`src/hw/rtl/fmu_pkg.sv`:
```
// fmu_pkg: operation, FSM state and status codes and field widths of the mutex unit.
// Used by fifo_mutex_unit. No dependencies.
package fmu_pkg;

	typedef enum logic [1:0] {
		FN_INIT   = 2'd0,
		FN_LOCK   = 2'd1,
		FN_TRY    = 2'd2,
		FN_UNLOCK = 2'd3
	} func_t;

	typedef enum logic [2:0] {
		ST_IDLE = 3'b001,
		ST_META = 3'b010,
		ST_POP  = 3'b100
	} fsm_t;

	localparam int StatusW = 3;
	localparam int TaskW   = 4;
	localparam int IndexW  = 4;

	localparam logic [StatusW-1:0] STS_INITIALIZED = 3'd0;
	localparam logic [StatusW-1:0] STS_ACQUIRED    = 3'd1;
	localparam logic [StatusW-1:0] STS_BLOCKED     = 3'd2;
	localparam logic [StatusW-1:0] STS_QUEUE_FULL  = 3'd3;
	localparam logic [StatusW-1:0] STS_BUSY        = 3'd4;
	localparam logic [StatusW-1:0] STS_FREED       = 3'd5;
	localparam logic [StatusW-1:0] STS_HANDED      = 3'd6;

endpackage

```
`src/hw/rtl/fifo_mutex_unit.sv`:
```
// fifo_mutex_unit: bank of mutexes, each with a lock bit and a FIFO ring of waiters.
// Depends on fmu_pkg and fmu_ram.
//
// Flow: IDLE accepts a request and reads its entry from the state memory; META computes
// and registers the result; a handover unlock reads the waiter ring and finishes in POP.
// A new request is taken only in IDLE, after the read-modify-write has committed.
// Reset: all mutexes free with empty queues at once (per-entry valid bits); no sweep.
module fifo_mutex_unit
	import fmu_pkg::*;
#(
	parameter int NUM_TASKS = 16
) (
	input  logic               clk,
	input  logic               arst_n,
	input  logic               req_valid,
	output logic               req_stall,
	input  logic [1:0]         func,
	input  logic [IndexW-1:0]  mutex_index,
	input  logic [TaskW-1:0]   requester_task,
	output logic               rsp_valid,
	input  logic               rsp_stall,
	output logic [StatusW-1:0] status,
	output logic               woken_valid,
	output logic [TaskW-1:0]   woken_task
);

	localparam int MW  = (NUM_TASKS > 2) ? $clog2(NUM_TASKS) : 1;
	localparam int CW  = $clog2(NUM_TASKS + 1);
	localparam int MEW = 1 + CW + MW;
	localparam int SAW = 2 * MW;

	function automatic logic [MW-1:0] wrap_idx(logic [IndexW-1:0] v);
		logic [6:0] r;
		r = 7'(v);
		for (int i = 0; i < 8; i++) begin
			if (r >= 7'(NUM_TASKS)) begin
				r = r - 7'(NUM_TASKS);
			end
		end
		return r[MW-1:0];
	endfunction

	fsm_t               state_q;
	logic [1:0]         func_q;
	logic [MW-1:0]      addr_q;
	logic [TaskW-1:0]   task_q;
	logic [NUM_TASKS-1:0] meta_vld_q;
	logic               meta_vld_s1;

	logic               accept;
	logic [MW-1:0]      acc_addr;
	logic [MEW-1:0]     meta_rdata;
	logic [MEW-1:0]     meta_cur;
	logic               cur_lock;
	logic [CW-1:0]      cur_cnt;
	logic [MW-1:0]      cur_head;
	logic               full;
	logic [MW:0]        slot_sum;
	logic [MW-1:0]      slot;
	logic [MW-1:0]      head_nx;

	logic               meta_we;
	logic [MEW-1:0]     meta_wdata;
	logic               st_we;
	logic [SAW-1:0]     st_waddr;
	logic               st_re;
	logic [TaskW-1:0]   st_rdata;
	logic               done;
	logic               go_pop;
	logic               out_free;
	logic               commit;
	logic [StatusW-1:0] res_status;
	logic               res_wv;
	logic [TaskW-1:0]   res_wt;

	assign accept    = req_valid && !req_stall;
	assign req_stall = (state_q != ST_IDLE);
	assign acc_addr  = (func_t'(func) == FN_INIT) ? wrap_idx(requester_task)
	                                              : wrap_idx(mutex_index);
	assign out_free  = !rsp_valid || !rsp_stall;
	assign commit    = done && out_free;

	assign meta_cur = meta_vld_s1 ? meta_rdata : '0;
	assign cur_lock = meta_cur[MEW-1];
	assign cur_cnt  = meta_cur[MW +: CW];
	assign cur_head = meta_cur[MW-1:0];
	assign full     = (cur_cnt >= CW'(NUM_TASKS));
	assign slot_sum = {1'b0, cur_head} + (MW+1)'(cur_cnt);
	assign slot     = (slot_sum >= (MW+1)'(NUM_TASKS)) ?
	                  MW'(slot_sum - (MW+1)'(NUM_TASKS)) : slot_sum[MW-1:0];
	assign head_nx  = (cur_head == MW'(NUM_TASKS - 1)) ? '0 : cur_head + 1'b1;
	assign st_waddr = {addr_q, slot};

	always_comb begin
		meta_we    = 1'b0;
		meta_wdata = meta_cur;
		st_we      = 1'b0;
		st_re      = 1'b0;
		done       = 1'b0;
		go_pop     = 1'b0;
		res_status = STS_INITIALIZED;
		res_wv     = 1'b0;
		res_wt     = '0;
		if (state_q == ST_META) begin
			unique case (func_t'(func_q))
				FN_INIT: begin
					done       = 1'b1;
					meta_we    = 1'b1;
					meta_wdata = '0;
					res_status = STS_INITIALIZED;
				end
				FN_LOCK: begin
					done = 1'b1;
					priority if (!cur_lock) begin
						meta_we             = 1'b1;
						meta_wdata[MEW-1]   = 1'b1;
						res_status          = STS_ACQUIRED;
					end else if (full) begin
						res_status = STS_QUEUE_FULL;
					end else begin
						meta_we              = 1'b1;
						st_we                = 1'b1;
						meta_wdata[MW +: CW] = cur_cnt + 1'b1;
						res_status           = STS_BLOCKED;
					end
				end
				FN_TRY: begin
					done = 1'b1;
					if (!cur_lock) begin
						meta_we           = 1'b1;
						meta_wdata[MEW-1] = 1'b1;
						res_status        = STS_ACQUIRED;
					end else begin
						res_status = STS_BUSY;
					end
				end
				FN_UNLOCK: begin
					if (cur_cnt != '0) begin
						st_re  = 1'b1;
						go_pop = 1'b1;
					end else begin
						done              = 1'b1;
						meta_we           = 1'b1;
						meta_wdata[MEW-1] = 1'b0;
						res_status        = STS_FREED;
					end
				end
				default: ;
			endcase
		end else if (state_q == ST_POP) begin
			done       = 1'b1;
			meta_we    = 1'b1;
			meta_wdata = {1'b1, CW'(cur_cnt - 1'b1), head_nx};
			res_status = STS_HANDED;
			res_wv     = 1'b1;
			res_wt     = st_rdata;
		end
	end

	fmu_ram #(
		.WIDTH(MEW),
		.DEPTH(NUM_TASKS)
	) u_meta_ram (
		.clk   (clk),
		.we    (meta_we && commit),
		.waddr (addr_q),
		.wdata (meta_wdata),
		.re    (accept),
		.raddr (acc_addr),
		.rdata (meta_rdata)
	);

	fmu_ram #(
		.WIDTH(TaskW),
		.DEPTH(1 << SAW)
	) u_wait_ram (
		.clk   (clk),
		.we    (st_we && commit),
		.waddr (st_waddr),
		.wdata (task_q),
		.re    (st_re),
		.raddr ({addr_q, cur_head}),
		.rdata (st_rdata)
	);

	always_ff @(posedge clk or negedge arst_n) begin
		if (!arst_n) begin
			state_q    <= ST_IDLE;
			meta_vld_q <= '0;
			rsp_valid  <= 1'b0;
		end else begin
			unique case (state_q)
				ST_IDLE: begin
					if (accept) begin
						state_q <= ST_META;
					end
				end
				ST_META: begin
					priority if (go_pop) begin
						state_q <= ST_POP;
					end else if (commit) begin
						state_q <= ST_IDLE;
					end
				end
				ST_POP: begin
					if (commit) begin
						state_q <= ST_IDLE;
					end
				end
				default: state_q <= ST_IDLE;
			endcase
			if (meta_we && commit) begin
				meta_vld_q[addr_q] <= 1'b1;
			end
			if (commit) begin
				rsp_valid <= 1'b1;
			end else if (!rsp_stall) begin
				rsp_valid <= 1'b0;
			end
		end
	end

	always_ff @(posedge clk) begin
		if (accept) begin
			func_q      <= func;
			addr_q      <= acc_addr;
			task_q      <= requester_task;
			meta_vld_s1 <= meta_vld_q[acc_addr];
		end
		if (commit) begin
			status      <= res_status;
			woken_valid <= res_wv;
			woken_task  <= res_wt;
		end
	end

endmodule

```
`src/hw/rtl/fmu_ram.sv`:
```
// fmu_ram: generic single-write, single-read memory with registered read data.
// No dependencies.
module fmu_ram #(
	parameter int WIDTH = 8,
	parameter int DEPTH = 16
) (
	input  logic                     clk,
	input  logic                     we,
	input  logic [$clog2(DEPTH)-1:0] waddr,
	input  logic [WIDTH-1:0]         wdata,
	input  logic                     re,
	input  logic [$clog2(DEPTH)-1:0] raddr,
	output logic [WIDTH-1:0]         rdata
);

	logic [WIDTH-1:0] mem_q [DEPTH];

	always_ff @(posedge clk) begin
		if (we) begin
			mem_q[waddr] <= wdata;
		end
		if (re) begin
			rdata <= mem_q[raddr];
		end
	end

endmodule
```
`config.mk`:
```
export PLATFORM = sky130hd
export DESIGN_NAME = fifo_mutex_unit
export DESIGN_NICKNAME = d
export VERILOG_FILES = /design/src/hw/rtl/fmu_pkg.sv /design/src/hw/rtl/fifo_mutex_unit.sv /design/src/hw/rtl/fmu_ram.sv
export SDC_FILE = /design/constraint.sdc
export NUM_CORES = 2
export LEC_CHECK = 0
export BUFFER_PORTS_ARGS = -buffer_cell sky130_fd_sc_hd__buf_2
export CAP_MARGIN = 0
export CORE_ASPECT_RATIO = 1.2
export CORE_MARGIN = 2
export CORE_UTILIZATION = 48
export CTS_CLUSTER_DIAMETER = 100
export DETAILED_ROUTE_END_ITERATION = 7
export PLACE_DENSITY_LB_ADDON = 0.05
export RECOVER_POWER = 100
export SLEW_MARGIN = 20
export SYNTH_ARGS = -nofsm -noshare
export SYNTH_HDL_FRONTEND = slang
export SYNTH_SLANG_ARGS = --single-unit
```
`constraint.sdc`:
```
create_clock -name clk -period 4.3 [get_ports clk]
set_input_delay 0.43 -clock clk [delete_from_list [all_inputs] [get_ports clk]]
set_output_delay 0.43 -clock clk [all_outputs]
set_load 0.005 [all_outputs]
```
# After elaboration in Yosys (flattened, before gate mapping)
# Memory sizes are Yosys's and may differ from the RTL's. A register that Yosys moved wholly into a read port is not among the register bits.
# Cells that the tools add are included.
# classes
n_addsub,5
n_lt_le_gt_ge,5
eq_ne,10
mux,48
n_bitwise,2
n_reduce_logical,15
# ops
cell,n
two-way mux 10 bit,3
two-way mux 3 bit,8
two-way mux 1 bit,23
two-way mux 4 bit,4
OR 16 bit,1
one-hot mux 3 bit (4 select lines),1
">= comparator 5 bit, second input constant",2
"< comparator 4 x 5 -> 1 bit, second input constant",2
two-way mux 5 bit,2
one-hot mux 5 bit (2 select lines),1
one-hot mux 3 bit (3 select lines),1
adder 4 x 5 -> 5 bit,1
"adder 5 x 1 -> 5 bit, second input constant",1
logical AND 1 bit,5
nonzero test 5 bit,1
"subtractor 5 x 1 -> 5 bit, second input constant",1
"adder 4 x 1 -> 4 bit, second input constant",1
binary-select mux 1 bit (select 4 bit),1
demux 1 bit (select 4 bit),1
"equality test 2 bit, second input constant",2
"equality test 4 bit, second input constant",1
">= comparator 4 x 1 -> 1 bit, second input constant",1
zero test 2 bit,2
one-hot mux 1 bit (4 select lines),1
other kinds (15),18
# totals
reg_bits,39
ram_bits,1184
in_bits,14
out_inout_bits,10
word_cells,97
n_memories,2
# memory_table
name,words,width,read_ports,rd_clocked_by_memory_dff,wr,line,rtl
u_wait_ram.mem_q,256,4,1,1,1,fmu_ram.sv:16,logic [WIDTH-1:0] mem_q [DEPTH];
u_meta_ram.mem_q,16,10,1,1,1,fmu_ram.sv:16,

# Depth between registers and ports, before layout
# depth
ltp_word,9
depth_mapped,14
ltp_nobuf,9

# Modules after synthesis
# A second synthesis with hierarchy kept.
# hier_totals
cells_unflattened,2584
area_unflattened_um2,49721.4
# modules_own_cells
mod,instances,cells_per_inst,area_per_inst_um2,seq_area_each_um2
fmu_ram (u_wait_ram),1,2051,40715.3,30869.6
fmu_ram (u_meta_ram),1,279,6453.7,5104.9
fifo_mutex_unit,1,254,2552.4,1072.3

# Worst setup path before layout
# OpenSTA, ideal clock, no wires.
# synth_path
path_kind,register -> register
from,register task_q[0]
to,memory u_wait_ram.mem_q[0][0] (netlist name) (data pin)
setup_ns,0.817
arrival_time_ns,3.228
required_time_ns,3.483
slack_ns,0.254
path_stages_with_launch,1
path_buffers,0
period_less_slack_ns,4.046
cell_sequence,edfxtp_1
# synth_lines
element,line,rtl
"start, declared",fifo_mutex_unit.sv:46,logic [TaskW-1:0] task_q;
"start signal, assigned",fifo_mutex_unit.sv:227,task_q <= requester_task;
"end, declared",fmu_ram.sv:16,
# No word-level cell before the write port.

==> results.py <==
metrics = {
    "cells_and_area": {
        "fillers": 8660,
        "mostFrequentLayoutCells": "edfxtp_1 (1217), nand2_1 (624), nor2_1 (314)",
        "stdcell_count": 5189,
        "diodes": 0,
        "seqCellArea_um2": 37000,
        "areaGrowthSynthToFinish_pct": 11.4,
        "layout_commonest_cell": "edfxtp_1",
        "final_area_um2": 56200,
        "multiInputGateArea_um2": 12100,
        "drive_gt1_frac": 0.106,
        "nets": 3727,
    },
    "placed_design": {
        "dpl-instance-area_um2": 52500,
        "io_buffers": 23,
        "gp_congestion": 0.889,
        "detailed_place_hpwl_um": 88100,
        "placed_cells": 4955,
    },
    "clock_network": {
        "clockBufferDepth": 3,
        "post_cts_buffers": 0,
        "cts_tree": "built",
        "clk_pin_slew_ns": 0.06,
        "clk_latency_ns": 0.72,
        "cts.sinks": 1237,
        "holdBufCountCts": 8,
        "htree_levels": 3,
        "cts-resized-gates": 0,
        "numCtsBuffers": 121,
        "cts-root-buf": "clkbuf_16",
    },
    "timing": {
        "holdWs_ns": 0.285,
        "max_freq_mhz": 259,
        "rsz0062_at_grt": "no",
        "fin_tns_setup_ns": 0,
        "min_period_ns": 3.85,
        "hold_viol": 0,
        "finalCritPeriodShare": 0.897,
        "maxSlewViolCount": 1032,
        "skew_ns": 0.0242,
        "slew_headroom": -0.831,
        "finalSetupViolations": 0,
        "worst_pin_slew_ns": 2.75,
    },
    "global_route": {
        "grt_start_max_net_pins": 210,
        "grt_overflow": 0,
        "grt_pass1_wl_um": 204000,
        "grt_pass1_vias": 30740,
        "antenna_found_initial": 1,
        "track_usage": 0.258,
    },
    "worst_setup_path": {
        "reg2reg_depth": 8,
        "worstSetupPathType": "register to register",
        "crit_arrival_ns": 4.31,
        "cp-end-kind": "register",
        "crit_fanout": 7,
        "required_ns": 4.76,
        "start_kind": "register",
    },
    "power_and_ir_drop": {
        "p_leak_nw": 18.4,
        "vdd_ir_drop_max_uv": 326,
        "finalPower_mw": 29.8,
        "p_per_area_nw_per_um2": 530,
    },
    "synth": {
        "synth_edf_count": 1217,
        "syn_avg_cell_area_um2": 13.9,
        "ys_seq_area_frac": 0.735,
        "synthArstFlopShare": 0.0162,
        "ys_warn_count": 0,
        "synth_nets": 3652,
        "ys_ff_latch": 1237,
        "netlist_instances": 3626,
        "netlist_area_um2": 50400,
        "ys_types": 68,
        "synth-main-ff-cell": "edfxtp_1",
    },
    "min_path": {
        "holdPathStages": 3,
        "hold_class": "input port to register",
    },
    "floorplanning": {
        "start_util": 0.483,
        "pin_count": 24,
        "design.die.area_um2": 108000,
        "core_area_um2": 104000,
        "die_h_um": 359,
        "fp.dieW_um": 300,
        "fp-row-count": 130,
    },
    "drt": {
        "via_per_inst": 5.96,
        "drc": 0,
        "wire_per_inst_um": 27.1,
        "drt-initial-drc-count": 2964,
        "firstDrtPassIters": 7,
        "wl_um": 140000,
        "vias": 30910,
        "postRouteAntennaNets": 0,
    },
    "job": {
        "drv_cap": 14,
    },
    "outcome": {
        "violations": "capacitance limit, slew limit",
        "status": "complete, but fails checks",
    },
}
-- metrics by stage --
step,util,setup slack (ns)
detailed placement,0.503,0.623
finish,0.538,0.445
CTS,0.541,0.605
floorplan,-,0.254
global route,0.538,0.265
global placement,0.503,0.626
-- worst paths after layout --
path | start | end | slack [ns]
max | addr_q[0] | u_wait_ram.rdata[2] | 0.45
min | mutex_index[3] | addr_q[3] | 0.28
max reg2reg | addr_q[0] | u_wait_ram.rdata[2] | 0.45
min reg2reg | meta_vld_q[6] | meta_vld_q[6] | 0.47
max in group asynchronous | arst_n | meta_vld_q[3] | 2.85
min in group asynchronous | arst_n | state_q[1] | 0.59
-- cells in the mapped netlist, drive strengths merged (33+ instances only) --
cell type / count / area [um2]
a21oi: 233 / 1170
a221oi: 44 / 385
a311oi: 33 / 289
a31oi: 63 / 394
buf: 141 / 903
clkbuf: 102 / 383
edfxtp: 1217 / 36500
mux2: 39 / 439
mux2i: 170 / 1710
nand2: 633 / 2400
nand3: 215 / 1090
nor2: 316 / 1210
o21ai: 66 / 330
-- area by class of cell --
| cell class | count | area share |
|---|---|---|
| Sequential cell | 1237 | 0.660 |
| Multi-Input combinational cell | 2125 | 0.215 |
| Clock buffer | 139 | 0.0559 |
| Tap cell | 1386 | 0.0309 |
| Timing Repair Buffer | 195 | 0.0244 |
| Clock inverter | 86 | 0.0131 |
| Inverter | 21 | 0.00158 |
-- registers in the layout, indices dropped and copies added, names as in the netlist --
| register | flops |
|---|---|
| meta_vld_q | 16 |
| u_meta_ram.rdata | 10 |
| rsp_valid | 1 |
| func_q | 2 |
| woken_valid | 1 |
| state_q | 3 |
| meta_vld_s1 | 1 |
| woken_task | 4 |
| task_q | 4 |
| status | 3 |
| u_wait_ram.rdata | 4 |
| u_meta_ram.mem_q | 160 |
| addr_q | 4 |
| u_wait_ram.mem_q | 1024 |
-- metal layers --
layer | vias up | global-route usage | wire length [um]
li1 | 13807 | - | -
met1 | 15773 | 0.343 | 57000
met2 | 1097 | 0.431 | 69600
met3 | 231 | 0.0329 | 8520
met4 | 2 | 0.106 | 5410
met5 | - | 0 | 13
-- worst max-delay path, cell delays in order, from the launching register on --
cell and delay, ns:
edfxtp_1 0.62, clkbuf_1 0.31, nor2b_1 0.61, nand2_1 0.46, a2111oi_0 0.87, or3_1 0.27
nor4_1 0.10, a22o_1 0.21, nand3b_1 0.14
-- logic make-up (layout without fill, tap and decap cells) --
group,count (synthesis),in the layout,synth area share
AO/OA/AOI/OAI,609,609,0.0779
XOR/XNOR,4,4,0.000695
adder cells (fa/ha/maj),12,12,0.00313
buffers and inverters,264,441,0.0271
flip-flops,1237,1237,0.735
multiplexers,224,224,0.0492
AND/OR/NAND/NOR,1276,1276,0.107
-- report_power, final --
part           internal [mW]  switching, mW  leakage [nW]  total, mW
sequential              14.0          0.140          11.2       14.2
clock                   5.92           4.49          1.91       10.4
combinational           1.42           3.75          5.28       5.17
Note: power is estimated with default switching activity, not from simulation.
